`config.mk`:
```
export PLATFORM = sky130hd
export DESIGN_NAME = serial_command_line_parser_core
export DESIGN_NICKNAME = d
export VERILOG_FILES = /design/src/design/scl_pkg.sv /design/src/design/serial_command_line_parser_core.sv /design/src/design/scl_front.sv /design/src/design/scl_queue.sv /design/src/design/scl_back.sv
export SDC_FILE = /design/constraint.sdc
export NUM_CORES = 1
export LEC_CHECK = 0
export ABC_CLOCK_PERIOD_IN_PS = 16600
export BUFFER_PORTS_ARGS = -buffer_cell sky130_fd_sc_hd__buf_2
export CAP_MARGIN = 40
export CORE_MARGIN = 4
export CORE_UTILIZATION = 24
export CTS_CLUSTER_DIAMETER = 40
export DETAILED_ROUTE_END_ITERATION = 12
export GPL_TIMING_DRIVEN = 0
export PLACE_DENSITY = 0.39
export REMOVE_ABC_BUFFERS = 1
export SYNTH_ARGS = -nofsm -noshare
export SYNTH_HDL_FRONTEND = slang
export SYNTH_SLANG_ARGS = --single-unit
```
`constraint.sdc`:
```
create_clock -name i_clk -period 16.6 [get_ports i_clk]
set_clock_uncertainty 0.05 [all_clocks]
set_input_delay 1.66 -clock i_clk [delete_from_list [all_inputs] [get_ports i_clk]]
set_output_delay 1.66 -clock i_clk [all_outputs]
set_load 0.05 [all_outputs]
```
`src/design/scl_pkg.sv`:
```
// ----------------------------------------------------------------------------
// Serial command line parser package
// Shared widths, character codes, command kinds and the queued item type.
// ----------------------------------------------------------------------------
`default_nettype none

package scl_pkg;

    localparam int LINE_BYTES  = 64;
    localparam int IDX_W       = $clog2(LINE_BYTES);
    localparam int QUEUE_DEPTH = 4;
    localparam int QPTR_W      = $clog2(QUEUE_DEPTH);

    localparam logic [IDX_W-1:0] STORE_DEPTH = IDX_W'(LINE_BYTES - 1);

    localparam logic [7:0] CH_NUL   = 8'h00;
    localparam logic [7:0] CH_LF    = 8'h0A;
    localparam logic [7:0] CH_CR    = 8'h0D;
    localparam logic [7:0] CH_SPACE = 8'h20;
    localparam logic [7:0] CH_TAB   = 8'h09;
    localparam logic [7:0] CH_PLUS  = 8'h2B;
    localparam logic [7:0] CH_MINUS = 8'h2D;
    localparam logic [7:0] CH_ZERO  = 8'h30;
    localparam logic [7:0] CH_NINE  = 8'h39;
    localparam logic [7:0] CH_EQ    = 8'h3D;
    localparam logic [7:0] CH_D     = 8'h44;
    localparam logic [7:0] CH_E     = 8'h45;
    localparam logic [7:0] CH_M     = 8'h4D;
    localparam logic [7:0] CH_O     = 8'h4F;
    localparam logic [7:0] CH_T     = 8'h54;
    localparam logic [7:0] CH_Z     = 8'h5A;

    typedef enum logic [1:0] {
        KIND_TIME = 2'd0,
        KIND_ZONE = 2'd1,
        KIND_TEXT = 2'd2,
        KIND_MODE = 2'd3
    } t_kind;

    typedef struct packed {
        logic       eol;
        logic [7:0] data;
    } t_line_item;

endpackage

`default_nettype wire

```
`src/design/serial_command_line_parser_core.sv`:
```
// ----------------------------------------------------------------------------
// Serial command line parser core
// Collects received bytes into lines and turns T=, TZ=, M= and MODE= lines
// into number or text results.
//
// Channel   Direction  Handshake                  Payload
// rx        in         i_rx_valid / o_rx_ready    i_rx_byte
// res       out        o_res_valid / i_res_ready  o_command_kind, o_number_value,
//                                                 o_text_char, o_text_valid, o_last
//
// A received byte is written into a four-entry queue; the back end takes one
// queued byte per cycle while it fills a line and none while it walks one.
// A line feed after a non-empty line is taken in a cycle that also reads the
// first stored byte, then the walk checks one byte per cycle while not stalled.
// Text results leave at one per cycle while the result request is taken.
// Reset is synchronous and empties the line; the store itself is not cleared.
// ----------------------------------------------------------------------------
`default_nettype none

module serial_command_line_parser_core (
    input  wire logic        i_clk,
    input  wire logic        i_rst_n,
    input  wire logic        i_rx_valid,
    output logic             o_rx_ready,
    input  wire logic [7:0]  i_rx_byte,
    output logic             o_res_valid,
    input  wire logic        i_res_ready,
    output logic [1:0]       o_command_kind,
    output logic [31:0]      o_number_value,
    output logic [7:0]       o_text_char,
    output logic             o_text_valid,
    output logic             o_last
);
    import scl_pkg::*;

    logic       push_valid;
    logic       push_ready;
    t_line_item push_item;
    logic       pop_valid;
    logic       pop_ready;
    t_line_item pop_item;

    scl_front u_front (
        .i_rx_valid   (i_rx_valid),
        .o_rx_ready   (o_rx_ready),
        .i_rx_byte    (i_rx_byte),
        .o_push_valid (push_valid),
        .i_push_ready (push_ready),
        .o_push_item  (push_item)
    );

    scl_queue u_queue (
        .i_clk        (i_clk),
        .i_rst_n      (i_rst_n),
        .i_push_valid (push_valid),
        .o_push_ready (push_ready),
        .i_push_item  (push_item),
        .o_pop_valid  (pop_valid),
        .i_pop_ready  (pop_ready),
        .o_pop_item   (pop_item)
    );

    scl_back u_back (
        .i_clk          (i_clk),
        .i_rst_n        (i_rst_n),
        .i_pop_valid    (pop_valid),
        .o_pop_ready    (pop_ready),
        .i_pop_item     (pop_item),
        .o_res_valid    (o_res_valid),
        .i_res_ready    (i_res_ready),
        .o_command_kind (o_command_kind),
        .o_number_value (o_number_value),
        .o_text_char    (o_text_char),
        .o_text_valid   (o_text_valid),
        .o_last         (o_last)
    );

endmodule

`default_nettype wire

```
`src/design/scl_front.sv`:
```
// ----------------------------------------------------------------------------
// Serial command line parser front end
// Accepts received bytes, drops carriage returns and marks line feeds.
// ----------------------------------------------------------------------------
`default_nettype none

module scl_front (
    input  wire logic              i_rx_valid,
    output logic                   o_rx_ready,
    input  wire logic [7:0]        i_rx_byte,
    output logic                   o_push_valid,
    input  wire logic              i_push_ready,
    output scl_pkg::t_line_item    o_push_item
);
    import scl_pkg::*;

    assign o_rx_ready       = i_push_ready;
    assign o_push_valid     = i_rx_valid && (i_rx_byte != CH_CR);
    assign o_push_item.eol  = (i_rx_byte == CH_LF);
    assign o_push_item.data = i_rx_byte;

endmodule

`default_nettype wire

```
`src/design/scl_queue.sv`:
```
// ----------------------------------------------------------------------------
// Serial command line parser queue
// Short first-in first-out buffer between the front end and the back end.
// ----------------------------------------------------------------------------
`default_nettype none

module scl_queue (
    input  wire logic              i_clk,
    input  wire logic              i_rst_n,
    input  wire logic              i_push_valid,
    output logic                   o_push_ready,
    input  wire scl_pkg::t_line_item i_push_item,
    output logic                   o_pop_valid,
    input  wire logic              i_pop_ready,
    output scl_pkg::t_line_item    o_pop_item
);
    import scl_pkg::*;

    t_line_item        r_slots [QUEUE_DEPTH];
    logic [QPTR_W-1:0] r_wr_ptr;
    logic [QPTR_W-1:0] r_rd_ptr;
    logic [QPTR_W:0]   r_count;
    logic              push;
    logic              pop;

    assign o_push_ready = (r_count != (QPTR_W + 1)'(QUEUE_DEPTH));
    assign o_pop_valid  = (r_count != '0);
    assign o_pop_item   = r_slots[r_rd_ptr];
    assign push         = i_push_valid && o_push_ready;
    assign pop          = o_pop_valid && i_pop_ready;

    always_ff @(posedge i_clk) begin
        if (!i_rst_n) begin
            r_wr_ptr <= '0;
            r_rd_ptr <= '0;
            r_count  <= '0;
        end else begin
            if (push) begin
                r_wr_ptr <= r_wr_ptr + 1'b1;
            end
            if (pop) begin
                r_rd_ptr <= r_rd_ptr + 1'b1;
            end
            if (push && !pop) begin
                r_count <= r_count + 1'b1;
            end else if (pop && !push) begin
                r_count <= r_count - 1'b1;
            end
        end
    end

    always_ff @(posedge i_clk) begin
        if (push) begin
            r_slots[r_wr_ptr] <= i_push_item;
        end
    end

endmodule

`default_nettype wire

```
`src/design/scl_back.sv`:
```
// ----------------------------------------------------------------------------
// Serial command line parser back end
// Keeps the line store, walks each finished non-empty line once per line feed
// and drives the result register.
// ----------------------------------------------------------------------------
`default_nettype none

module scl_back (
    input  wire logic              i_clk,
    input  wire logic              i_rst_n,
    input  wire logic              i_pop_valid,
    output logic                   o_pop_ready,
    input  wire scl_pkg::t_line_item i_pop_item,
    output logic                   o_res_valid,
    input  wire logic              i_res_ready,
    output logic [1:0]             o_command_kind,
    output logic [31:0]            o_number_value,
    output logic [7:0]             o_text_char,
    output logic                   o_text_valid,
    output logic                   o_last
);
    import scl_pkg::*;

    typedef enum logic [1:0] {
        ST_FILL = 2'b01,
        ST_WALK = 2'b10
    } t_state;

    typedef enum logic [10:0] {
        PH_P0    = 11'b000_0000_0001,
        PH_T1    = 11'b000_0000_0010,
        PH_TZ2   = 11'b000_0000_0100,
        PH_M1    = 11'b000_0000_1000,
        PH_MO2   = 11'b000_0001_0000,
        PH_MOD3  = 11'b000_0010_0000,
        PH_MODE4 = 11'b000_0100_0000,
        PH_BLANK = 11'b000_1000_0000,
        PH_DIGIT = 11'b001_0000_0000,
        PH_TEXT0 = 11'b010_0000_0000,
        PH_TEXT  = 11'b100_0000_0000
    } t_phase;

    t_state           r_state, n_state;
    t_phase           r_ph, n_ph;
    t_kind            r_kind, n_kind;
    logic [IDX_W-1:0] r_len, n_len;
    logic [IDX_W-1:0] r_end, n_end;
    logic [IDX_W-1:0] r_idx, n_idx;
    logic             r_neg, n_neg;
    logic             r_over, n_over;
    logic [31:0]      r_mag, n_mag;
    logic [7:0]       r_pend, n_pend;
    logic [7:0]       r_mem [LINE_BYTES];
    logic [7:0]       r_rd_data;

    logic             r_out_valid;
    t_kind            r_out_kind;
    logic [31:0]      r_out_num;
    logic [7:0]       r_out_char;
    logic             r_out_tv;
    logic             r_out_last;

    logic             mem_we;
    logic             emit;
    logic             stall;
    logic             slot_free;
    t_kind            e_kind;
    logic [31:0]      e_num;
    logic [7:0]       e_char;
    logic             e_tv;
    logic             e_last;
    logic [7:0]       c;
    logic             term;
    logic             is_dig;
    logic             is_blank;
    logic [35:0]      acc;
    logic [31:0]      num_final;

    assign c         = r_rd_data;
    assign term      = (r_idx == r_end) || (c == CH_NUL);
    assign is_dig    = (c >= CH_ZERO) && (c <= CH_NINE);
    assign is_blank  = (c == CH_SPACE) || ((c >= CH_TAB) && (c <= CH_CR));
    assign acc       = {1'b0, r_mag, 3'b000} + {3'b000, r_mag, 1'b0} + {32'd0, c[3:0]};
    assign slot_free = !r_out_valid || i_res_ready;
    assign o_pop_ready = (r_state == ST_FILL);

    always_comb begin
        if (r_kind == KIND_ZONE) begin
            if (r_neg) begin
                num_final = (r_over || (r_mag > 32'h8000_0000)) ? 32'h8000_0000 : (32'd0 - r_mag);
            end else begin
                num_final = (r_over || (r_mag > 32'h7FFF_FFFF)) ? 32'h7FFF_FFFF : r_mag;
            end
        end else begin
            if (r_over) begin
                num_final = 32'hFFFF_FFFF;
            end else begin
                num_final = r_neg ? (32'd0 - r_mag) : r_mag;
            end
        end
    end

    always_comb begin
        n_state = r_state;
        n_ph    = r_ph;
        n_kind  = r_kind;
        n_len   = r_len;
        n_end   = r_end;
        n_idx   = r_idx;
        n_neg   = r_neg;
        n_over  = r_over;
        n_mag   = r_mag;
        n_pend  = r_pend;
        mem_we  = 1'b0;
        emit    = 1'b0;
        e_kind  = r_kind;
        e_num   = 32'd0;
        e_char  = 8'd0;
        e_tv    = 1'b0;
        e_last  = 1'b1;

        unique case (r_state)
            ST_FILL: begin
                if (i_pop_valid) begin
                    if (!i_pop_item.eol) begin
                        if (r_len < STORE_DEPTH) begin
                            mem_we = 1'b1;
                            n_len  = r_len + 1'b1;
                        end else begin
                            n_len = '0;
                        end
                    end else begin
                        n_len = '0;
                        if (r_len != '0) begin
                            n_end   = r_len;
                            n_idx   = '0;
                            n_ph    = PH_P0;
                            n_neg   = 1'b0;
                            n_over  = 1'b0;
                            n_mag   = 32'd0;
                            n_state = ST_WALK;
                        end
                    end
                end
            end
            ST_WALK: begin
                n_idx = r_idx + 1'b1;
                unique case (r_ph)
                    PH_P0: begin
                        if (!term && (c == CH_T)) begin
                            n_ph = PH_T1;
                        end else if (!term && (c == CH_M)) begin
                            n_ph = PH_M1;
                        end else begin
                            n_state = ST_FILL;
                        end
                    end
                    PH_T1: begin
                        if (!term && (c == CH_EQ)) begin
                            n_kind = KIND_TIME;
                            n_ph   = PH_BLANK;
                        end else if (!term && (c == CH_Z)) begin
                            n_ph = PH_TZ2;
                        end else begin
                            n_state = ST_FILL;
                        end
                    end
                    PH_TZ2: begin
                        if (!term && (c == CH_EQ)) begin
                            n_kind = KIND_ZONE;
                            n_ph   = PH_BLANK;
                        end else begin
                            n_state = ST_FILL;
                        end
                    end
                    PH_M1: begin
                        if (!term && (c == CH_EQ)) begin
                            n_kind = KIND_TEXT;
                            n_ph   = PH_TEXT0;
                        end else if (!term && (c == CH_O)) begin
                            n_ph = PH_MO2;
                        end else begin
                            n_state = ST_FILL;
                        end
                    end
                    PH_MO2: begin
                        if (!term && (c == CH_D)) begin
                            n_ph = PH_MOD3;
                        end else begin
                            n_state = ST_FILL;
                        end
                    end
                    PH_MOD3: begin
                        if (!term && (c == CH_E)) begin
                            n_ph = PH_MODE4;
                        end else begin
                            n_state = ST_FILL;
                        end
                    end
                    PH_MODE4: begin
                        if (!term && (c == CH_EQ)) begin
                            n_kind = KIND_MODE;
                            n_ph   = PH_TEXT0;
                        end else begin
                            n_state = ST_FILL;
                        end
                    end
                    PH_BLANK: begin
                        if (term) begin
                            emit    = 1'b1;
                            e_num   = num_final;
                            n_state = ST_FILL;
                        end else if (is_blank) begin
                            n_ph = PH_BLANK;
                        end else if ((c == CH_PLUS) || (c == CH_MINUS)) begin
                            n_neg = (c == CH_MINUS);
                            n_ph  = PH_DIGIT;
                        end else if (is_dig) begin
                            n_mag = acc[31:0];
                            n_ph  = PH_DIGIT;
                        end else begin
                            emit    = 1'b1;
                            e_num   = num_final;
                            n_state = ST_FILL;
                        end
                    end
                    PH_DIGIT: begin
                        if (term || !is_dig) begin
                            emit    = 1'b1;
                            e_num   = num_final;
                            n_state = ST_FILL;
                        end else if (!r_over) begin
                            if (acc[35:32] != 4'd0) begin
                                n_over = 1'b1;
                            end else begin
                                n_mag = acc[31:0];
                            end
                        end
                    end
                    PH_TEXT0: begin
                        if (term) begin
                            emit    = 1'b1;
                            n_state = ST_FILL;
                        end else begin
                            n_pend = c;
                            n_ph   = PH_TEXT;
                        end
                    end
                    PH_TEXT: begin
                        emit   = 1'b1;
                        e_char = r_pend;
                        e_tv   = 1'b1;
                        if (term) begin
                            n_state = ST_FILL;
                        end else begin
                            e_last = 1'b0;
                            n_pend = c;
                        end
                    end
                    default: begin
                        n_state = ST_FILL;
                    end
                endcase
            end
            default: begin
                n_state = ST_FILL;
            end
        endcase

        stall = emit && !slot_free;
        if (stall) begin
            n_state = r_state;
            n_ph    = r_ph;
            n_kind  = r_kind;
            n_idx   = r_idx;
            n_neg   = r_neg;
            n_over  = r_over;
            n_mag   = r_mag;
            n_pend  = r_pend;
        end
    end

    always_ff @(posedge i_clk) begin
        if (!i_rst_n) begin
            r_state     <= ST_FILL;
            r_ph        <= PH_P0;
            r_len       <= '0;
            r_out_valid <= 1'b0;
        end else begin
            r_state <= n_state;
            r_ph    <= n_ph;
            r_len   <= n_len;
            if (emit && !stall) begin
                r_out_valid <= 1'b1;
            end else if (i_res_ready) begin
                r_out_valid <= 1'b0;
            end
        end
    end

    always_ff @(posedge i_clk) begin
        r_kind <= n_kind;
        r_end  <= n_end;
        r_idx  <= n_idx;
        r_neg  <= n_neg;
        r_over <= n_over;
        r_mag  <= n_mag;
        r_pend <= n_pend;
        if (emit && !stall) begin
            r_out_kind <= e_kind;
            r_out_num  <= e_num;
            r_out_char <= e_char;
            r_out_tv   <= e_tv;
            r_out_last <= e_last;
        end
    end

    always_ff @(posedge i_clk) begin
        if (mem_we) begin
            r_mem[r_len] <= i_pop_item.data;
        end
        r_rd_data <= r_mem[n_idx];
    end

    assign o_res_valid    = r_out_valid;
    assign o_command_kind = r_out_kind;
    assign o_number_value = r_out_num;
    assign o_text_char    = r_out_char;
    assign o_text_valid   = r_out_tv;
    assign o_last         = r_out_last;

endmodule

`default_nettype wire
```
==> impl_results.md, run 1 <==
- Run status: complete, no violations
- Synth Area in Compound Gates: 0.0796
- TritonCTS clock tree: yes
- Drt first-iter violations: between 1,000 and 1,500
- Largest delay share family, worst path: simple AND/OR/NAND/NOR gates
- Die area: 133,000 um^2
- Worst R2R Path Depth: 14
- RSZ-0062 raised after global routing: no
- Warnings from Yosys: 0
- Simple-gate share of the synthesized area: 0.0921
- Post_cts resized: 0
- WP depth: 14
- Via/cell ratio: 4.60
- First-pass GRT wire length: between 100,000 and 150,000 um
- Num CTS Buffers: 118
- Largest net degree at the start of global routing: roughly 100
- Final setup fails: 0
- Final cycle utilization of the critical path: 0.376
- H-tree depth: 3
- DIE HEIGHT: 365 um
- Post-Synth Adder-Cell Area: 0.0323
- CP endpoint: u_back.c[7]$_DFF_P_
- Worst path bufs/invs: 4
- Top-count cell post-synth: edfxtp_1
- Clk sinks: around 690
- Async S/R FF share, synth: 0
- Final Core Density: 0.296
- Max Slew Vio Count: 0
- Post-Synth XOR/XNOR Area: 0.0152
- Post-route ant nets: 0
- Placement Cell Area: approximately 33,000 um^2
- Critical Path Start: u_back.c[5]$_DFF_P_
- Final Critical Period: ~6.2 ns
- Worst min path class: flip-flop to flip-flop
- Critical Path Sink Type: flip-flop
- Most frequent CP cell: buf_12
- Hold-fix buffers, CTS: 0
- PwrDens: around 170 nW/um^2
- Critical path data required time: 17.13 ns
- R2r setup slk: slightly above 10 ns
- Hold Vio Cnt, Final: 0
- Synth top cells by count: edfxtp_1, mux2i_1, nand2_1
- Cell variety after synth: 77
- Worst stage delay on the critical path: roughly 0.80 ns
- Finished layout cell area: ~37,000 um^2
- Vias in the first global route: between 15,000 and 20,000
- Routed WL: roughly 83,000 um
- Clk slew on worst S/H paths: roughly 0.05 ns
- Share of layout cells above drive strength 1: 0.147
- Post-Syn Area: about 31,000 um^2
- Area leader, netlist: edfxtp_1
- Synth-to-layout area growth: 22.4%
- RePlAce Congestion: a little under 0.8
- Clock buffer depth: 3
- Avg Inst Size Synth: roughly 14 um^2
- Cell chosen for the clock root: clkbuf_16
- Primary FF master, synth: edfxtp_1
- VDD IR-drop max: 0.105 mV
- Measured slew at the worst slew-check pin: ~0.90 ns
- Crit-path slowest cell: or4b_1
- Setup_tns: 0 ns
- Initial antenna violation count: 1
- Final net count: 2,427
- Sequential area share after synthesis: 0.660
- Crit path DAT: 6.77 ns
- Startpoint Class: flip-flop
- Number of flops mapped to enable cells by yosys: 642
- Yosys top cell area share: 0.632
- Rows: 130
- I/O Buffers: 57
- DRC: 0
- Detailed Place HPWL: 56,300 um
- Pwr Total: 0.00650 W
- Setup Crit Path Kind: flip-flop to flip-flop
- First-pass DRT Iterations: 6
- Max_cap viols: 0
- R2r endpoint: u_back.c[7]$_DFF_P_
- Io pins: slightly below 60
- Core area: ~130,000 um^2
- Die W: ~360 um
- Main combinational cell family by area after synthesis: multiplexers
- Postcts setup bufs: 0
- Congestion Overflow GR: 0
- Leak: approximately 12 nW
- Mux share of post-synthesis cell area: 0.102
- RR Startpoint: u_back.c[5]$_DFF_P_
- Ranking of synthesized cells by area: edfxtp_1, mux2i_1, ha_1, dfxtp_1, nand2_1
- Initial Util: 0.242
- Routed via count: 18,842
- Worst-path cell chain: nor4bb_1 > and2_1 > a21boi_0 > a2111oi_0 > or4b_1 > a21oi_4 > buf_12 > buf_12 > inv_1 > nand3_1 > buf_8 > o22ai_1 > nor4_1 > mux2_2
- Max transition margin: 0.398
- Tot GR Track Use: 0.123
- Number of synthesized register bits: a little under 700
- Syn Inst Count: roughly 2,200
- Avg WL per Cell: a little over 20 um
- CP Max Fanout: 31
- Fmax: ~160 MHz
- Clk_lat worst skew: ~0.71 ns
layer usage:
metal,vias to the layer above,track usage,share of wire
li1,8801,-,-
met1,9429,0.163,0.45
met2,461,0.204,0.47
met3,151,0.0230,0.047
met4,0,0.0380,0.027
met5,-,0,0
worst register-to-register path, stage by stage (launching register included):
cell and delay, ns:
dfxtp_1 0.52, nor4bb_1 0.49, and2_1 0.22, a21boi_0 0.56, a2111oi_0 0.20, or4b_1 0.80, a21oi_4 0.60, buf_12 0.28
buf_12 0.21, inv_1 0.24, nand3_1 0.43, buf_8 0.22, o22ai_1 0.21, nor4_1 0.77, mux2_2 0.36
report_power, final:
group	internal, W	leakage, nW	switching (W)
clock	0.00154	1.95	0.000902
combinational	0.000618	4.10	0.00109
sequential	0.00220	6.16	0.000144
layout by cell type (no fill, tap or decap), types with 31 or more instances in the layout:
cell type,count
clkbuf_16,118
o22ai_1,61
nor2_1,148
nand3_1,40
and2_1,31
inv_1,34
dfxtp_1,43
a21oi_1,108
buf_2,58
nand2_1,186
edfxtp_1,642
o21ai_0,50
mux2i_1,279
ha_1,74
worst min-delay path by stage:
stage,start,end,slack [ns],cells past startpoint
finish,u_back.r_state[0]$_SDFFE_PN1P_,u_back.r_state[0]$_SDFFE_PN1P_,0.47,2
detailed placement,u_back.c[7]$_DFF_P_,u_back.r_pend[7]$_DFFE_PP_,0.46,0
global route,u_back.e_kind[0]$_DFFE_PP_,u_back.o_command_kind[0]$_DFFE_PP_,0.48,0
CTS,u_back.c[7]$_DFF_P_,u_back.r_pend[7]$_DFFE_PP_,0.47,0
global placement,u_back.r_state[0]$_SDFFE_PN1P_,u_back.r_state[0]$_SDFFE_PN1P_,0.45,2
floorplan,u_back.e_kind[1]$_DFFE_PP_,u_back.o_command_kind[1]$_DFFE_PP_,0.39,0
cell type report:
| class | count | area, um^2 |
|---|---|---|
| antenna | 1 | 2.50 |
| fill | 12460 | 88700 |
| timing repair buffer | 112 | 1090 |
| multi-input combinational | 1385 | 9840 |
| sequential | 685 | 20100 |
| inverter | 36 | 143 |
| tap | 1650 | 2060 |
| clock buffer | 129 | 2990 |
| clock inverter | 96 | 1080 |
through the flow:
stage	hold slack, ns	std cells	setup WS, ns
2_1_floorplan	0.391	2106	7.23
3_3_place_gp	0.449	3813	-0.745
3_5_place_dp	0.457	3866	9.75
4_1_cts	0.467	4091	10.29
5_1_grt	0.478	4093	10.05
6_report	0.469	4094	10.36
cell families after synthesis:
group	after synthesis
mux	298
compound gates	375
simple gates	582
fa+ha+maj	77
xor+xnor	53
buf+inv	142
flops	685
state kept, by name, indices dropped and copies added (netlist names), 6 cells and up, named ones only:
name and flops:
u_queue.r_slots 36, u_back.r_len 6, u_back.r_mem 512, u_back.r_mag 32, u_back.r_pend 8, u_back.c 8, u_back.r_end 6, u_back.r_ph 11
u_back.o_text_char 8, u_back.o_number_value 32, u_back.r_idx 6
(Power assumes the default switching activity.)
==> run 2: changes to the inputs <==
ABC_CLOCK_PERIOD_IN_PS = 5000   (was 16600)
PLACE_DENSITY = 0.4   (was 0.39)
clock period = 5 ns   (was 16.6 ns; I/O delays follow)
==> impl_results.md, run 2 (synthesis results as in run 1) <==
- H-tree depth: 3 (unchanged)
- VDD IR-drop max: 0.306 mV (was 0.105 mV)
- Worst min path class: input port to flip-flop (was flip-flop to flip-flop)
- Setup Crit Path Kind: flip-flop to flip-flop (unchanged)
- Non-filler cells, final: 4,110 (was 4,094)
- Register with the most flip-flops: u_back.r_mem (unchanged)
- Clk_lat worst skew: 0.73 ns (was 0.71 ns)
- Final cycle utilization of the critical path: 0.967 (was 0.376)
- Clock buffer depth: 3 (unchanged)
- Clk sinks: 685 (unchanged)
- Clk slew on worst S/H paths: 0.05 ns (about the same)
- Max transition margin: 0.394 (was 0.398)
- Io pins: 58 (unchanged)
- DRC: 0 (unchanged)
- Post-route ant nets: 0 (unchanged)
- Final setup fails: 0 (unchanged)
- DIE HEIGHT: 365 um (unchanged)
- Most common cell after layout, fill and taps aside: edfxtp_1 (unchanged)
- Setup ws final: 0.167 ns (was 10.36 ns)
- # fillers: 12,431 (was 12,460)
- Die W: 365 um (unchanged)
- # placed instances: 3,866 (unchanged)
- I/O Buffers: 57 (unchanged)
- Startpoint Class: flip-flop (unchanged)
- RePlAce Congestion: 0.773 (was 0.793)
- Fmax: 207 MHz (was 160 MHz)
- Routed WL: 83,900 um (was 83,400 um)
- First-pass GRT wire length: 124,000 um (about the same)
- Inserted Diodes: 0 (was 1)
- Measured slew at the worst slew-check pin: 0.909 ns (was 0.900 ns)
- Max FFs per register: 512 (unchanged)
- TritonCTS clock tree: yes (unchanged)
- Max Slew Vio Count: 0 (unchanged)
- Initial Util: 0.242 (unchanged)
- Vias in the first global route: 19,276 (was 18,988)
- Leak: 12.5 nW (was 12.2 nW)
- Placement Cell Area: 33,300 um^2 (about the same)
- Final Critical Period: 4.83 ns (was 6.24 ns)
- Crit path DAT: 5.37 ns (was 6.77 ns)
- Post-place setup slack: -1.99 ns (was 9.75 ns)
- Cell chosen for the clock root: clkbuf_16 (unchanged)
- CP Max Fanout: 13 (was 31)
- Min Hold Slack: 0.257 ns (was 0.469 ns)
- Finished layout cell area: 38,200 um^2 (was 37,300 um^2)
- Detailed Place HPWL: 55,200 um (was 56,300 um)
- First-pass DRT Iterations: 5 (was 6)
- Most frequent cells in the layout: edfxtp_1, mux2i_1, nand2_1 (unchanged)
- Core area: 126,000 um^2 (unchanged)
- RSZ-0062 raised after global routing: no (unchanged)
- Share of layout cells above drive strength 1: 0.171 (was 0.147)
- PwrDens: 577 nW/um^2 (was 174 nW/um^2)
- FF/Latch Area: 20,100 um^2 (about the same)
- Run status: complete, no violations (unchanged)
- Max_cap viols: 0 (unchanged)
- Via/cell ratio: 4.58 (was 4.60)
- Largest net degree at the start of global routing: 65 (was 101)
- Registers with the most flip-flops: u_back.r_mem (512), u_queue.r_slots (36) (unchanged)
- Initial antenna violation count: 1 (unchanged)
- Avg WL per Cell: 20.4 um (about the same)
- Rows: 130 (unchanged)
- Critical path data required time: 5.53 ns (was 17.13 ns)
- Critical Path Sink Type: flip-flop (unchanged)
- Tot GR Track Use: 0.125 (was 0.123)
- Final net count: 2,448 (was 2,427)
- Die area: 133,000 um^2 (unchanged)
- Congestion Overflow GR: 0 (unchanged)
- Hold Vio Cnt, Final: 0 (unchanged)
- Routed via count: 18,824 (was 18,842)
- Multi-input logic area: 10,200 um^2 (was 9840 um^2)
- Num CTS Buffers: 114 (was 118)
- Synth-to-layout area growth: 25.1% (was 22.4%)
- Drt first-iter violations: 1,213 (was 1,151)
[run 2: cell count changes in the layout (fill, tap and decap cells not counted), moves of 4 or more]
cell	previous run	this run
nand3_1	40	36
nor4_1	30	19
clkbuf_8	0	7
clkinv_2	19	12
buf_4	20	28
nor4_4	0	8
inv_6	16	20
dlygate4sd3_1	0	8
clkbuf_1	11	5
clkinvlp_4	17	11
o22ai_2	0	12
o22ai_1	61	49
nand3_2	0	4
[run 2: power by group]
part           total (W)  switching, W  internal (W)
clock network    0.00827       0.00299       0.00528
logic            0.00603       0.00377       0.00226
registers        0.00775      0.000465       0.00729
[run 2: final timing paths]
| kind | end | cells past startpoint | slack, ns | from |
|---|---|---|---|---|
| worst min register to register | u_back.o_command_kind[1]$_DFFE_PP_ | 0 | 0.44 | u_back.e_kind[1]$_DFFE_PP_ |
| worst min-delay path | u_back.o_res_valid$_SDFFE_PN0P_ | 3 | 0.26 | i_res_ready |
| worst max-delay path | u_back.c[5]$_DFF_P_ | 11 | 0.17 | u_back.c[5]$_DFF_P_ |
| worst max register to register | u_back.c[5]$_DFF_P_ | 11 | 0.17 | u_back.c[5]$_DFF_P_ |
[run 2: repair_timing]
| item | 4_1_cts | 5_1_grt |
|---|---|---|
| pin swaps | 7 | 4 |
| setup buffers | 6 | 2 |
| gates cloned | 8 | 2 |
| hold buffers | 8 | 0 |
| endpoints found under the hold margin | 32 | 0 |
| resized for setup | 52 | 12 |
| setup endpoints to repair | 67 | 51 |
[run 2: per-layer routing]
layer  up-vias  global-route usage  wire, um
met5         -                   0         0
met4         0              0.0513      2810
met3       152              0.0265      4000
met2       415               0.198     38600
met1      9404               0.166     38500
li1       8853                   -         -
[run 2: per-stage QoR]
stage | TNS, ns | utilization | total power [W]
after floorplan | -69.12 | - | 0.0115
after global placement | -281.96 | 0.257 | 0.0136
after detailed placement | -25.64 | 0.264 | 0.0137
after CTS | 0 | 0.302 | 0.0223
after global routing | 0 | 0.303 | 0.0232
final | 0 | 0.303 | 0.0220
[run 2: area by class of cell]
type,instances,area share
well taps,1650,0.0541
repair inverters,2,0.000459
multi-input cells,1388,0.268
repair buffers,132,0.0372
flip-flops and latches,685,0.528
inverters,36,0.00396
clock buffers,127,0.0784
clock inverters,90,0.0308
[run 2: worst max-delay path, cell delays in order (launching register included)]
cell,delay [ns]
dfxtp_1,0.53
nor4bb_1,0.47
and2_1,0.22
a21boi_2,0.37
a2111oi_4,0.11
or4b_4,0.64
a22oi_2,0.46
nand3_1,0.62
buf_8,0.37
o22ai_1,0.35
nor4_1,0.14
mux2_2,0.34
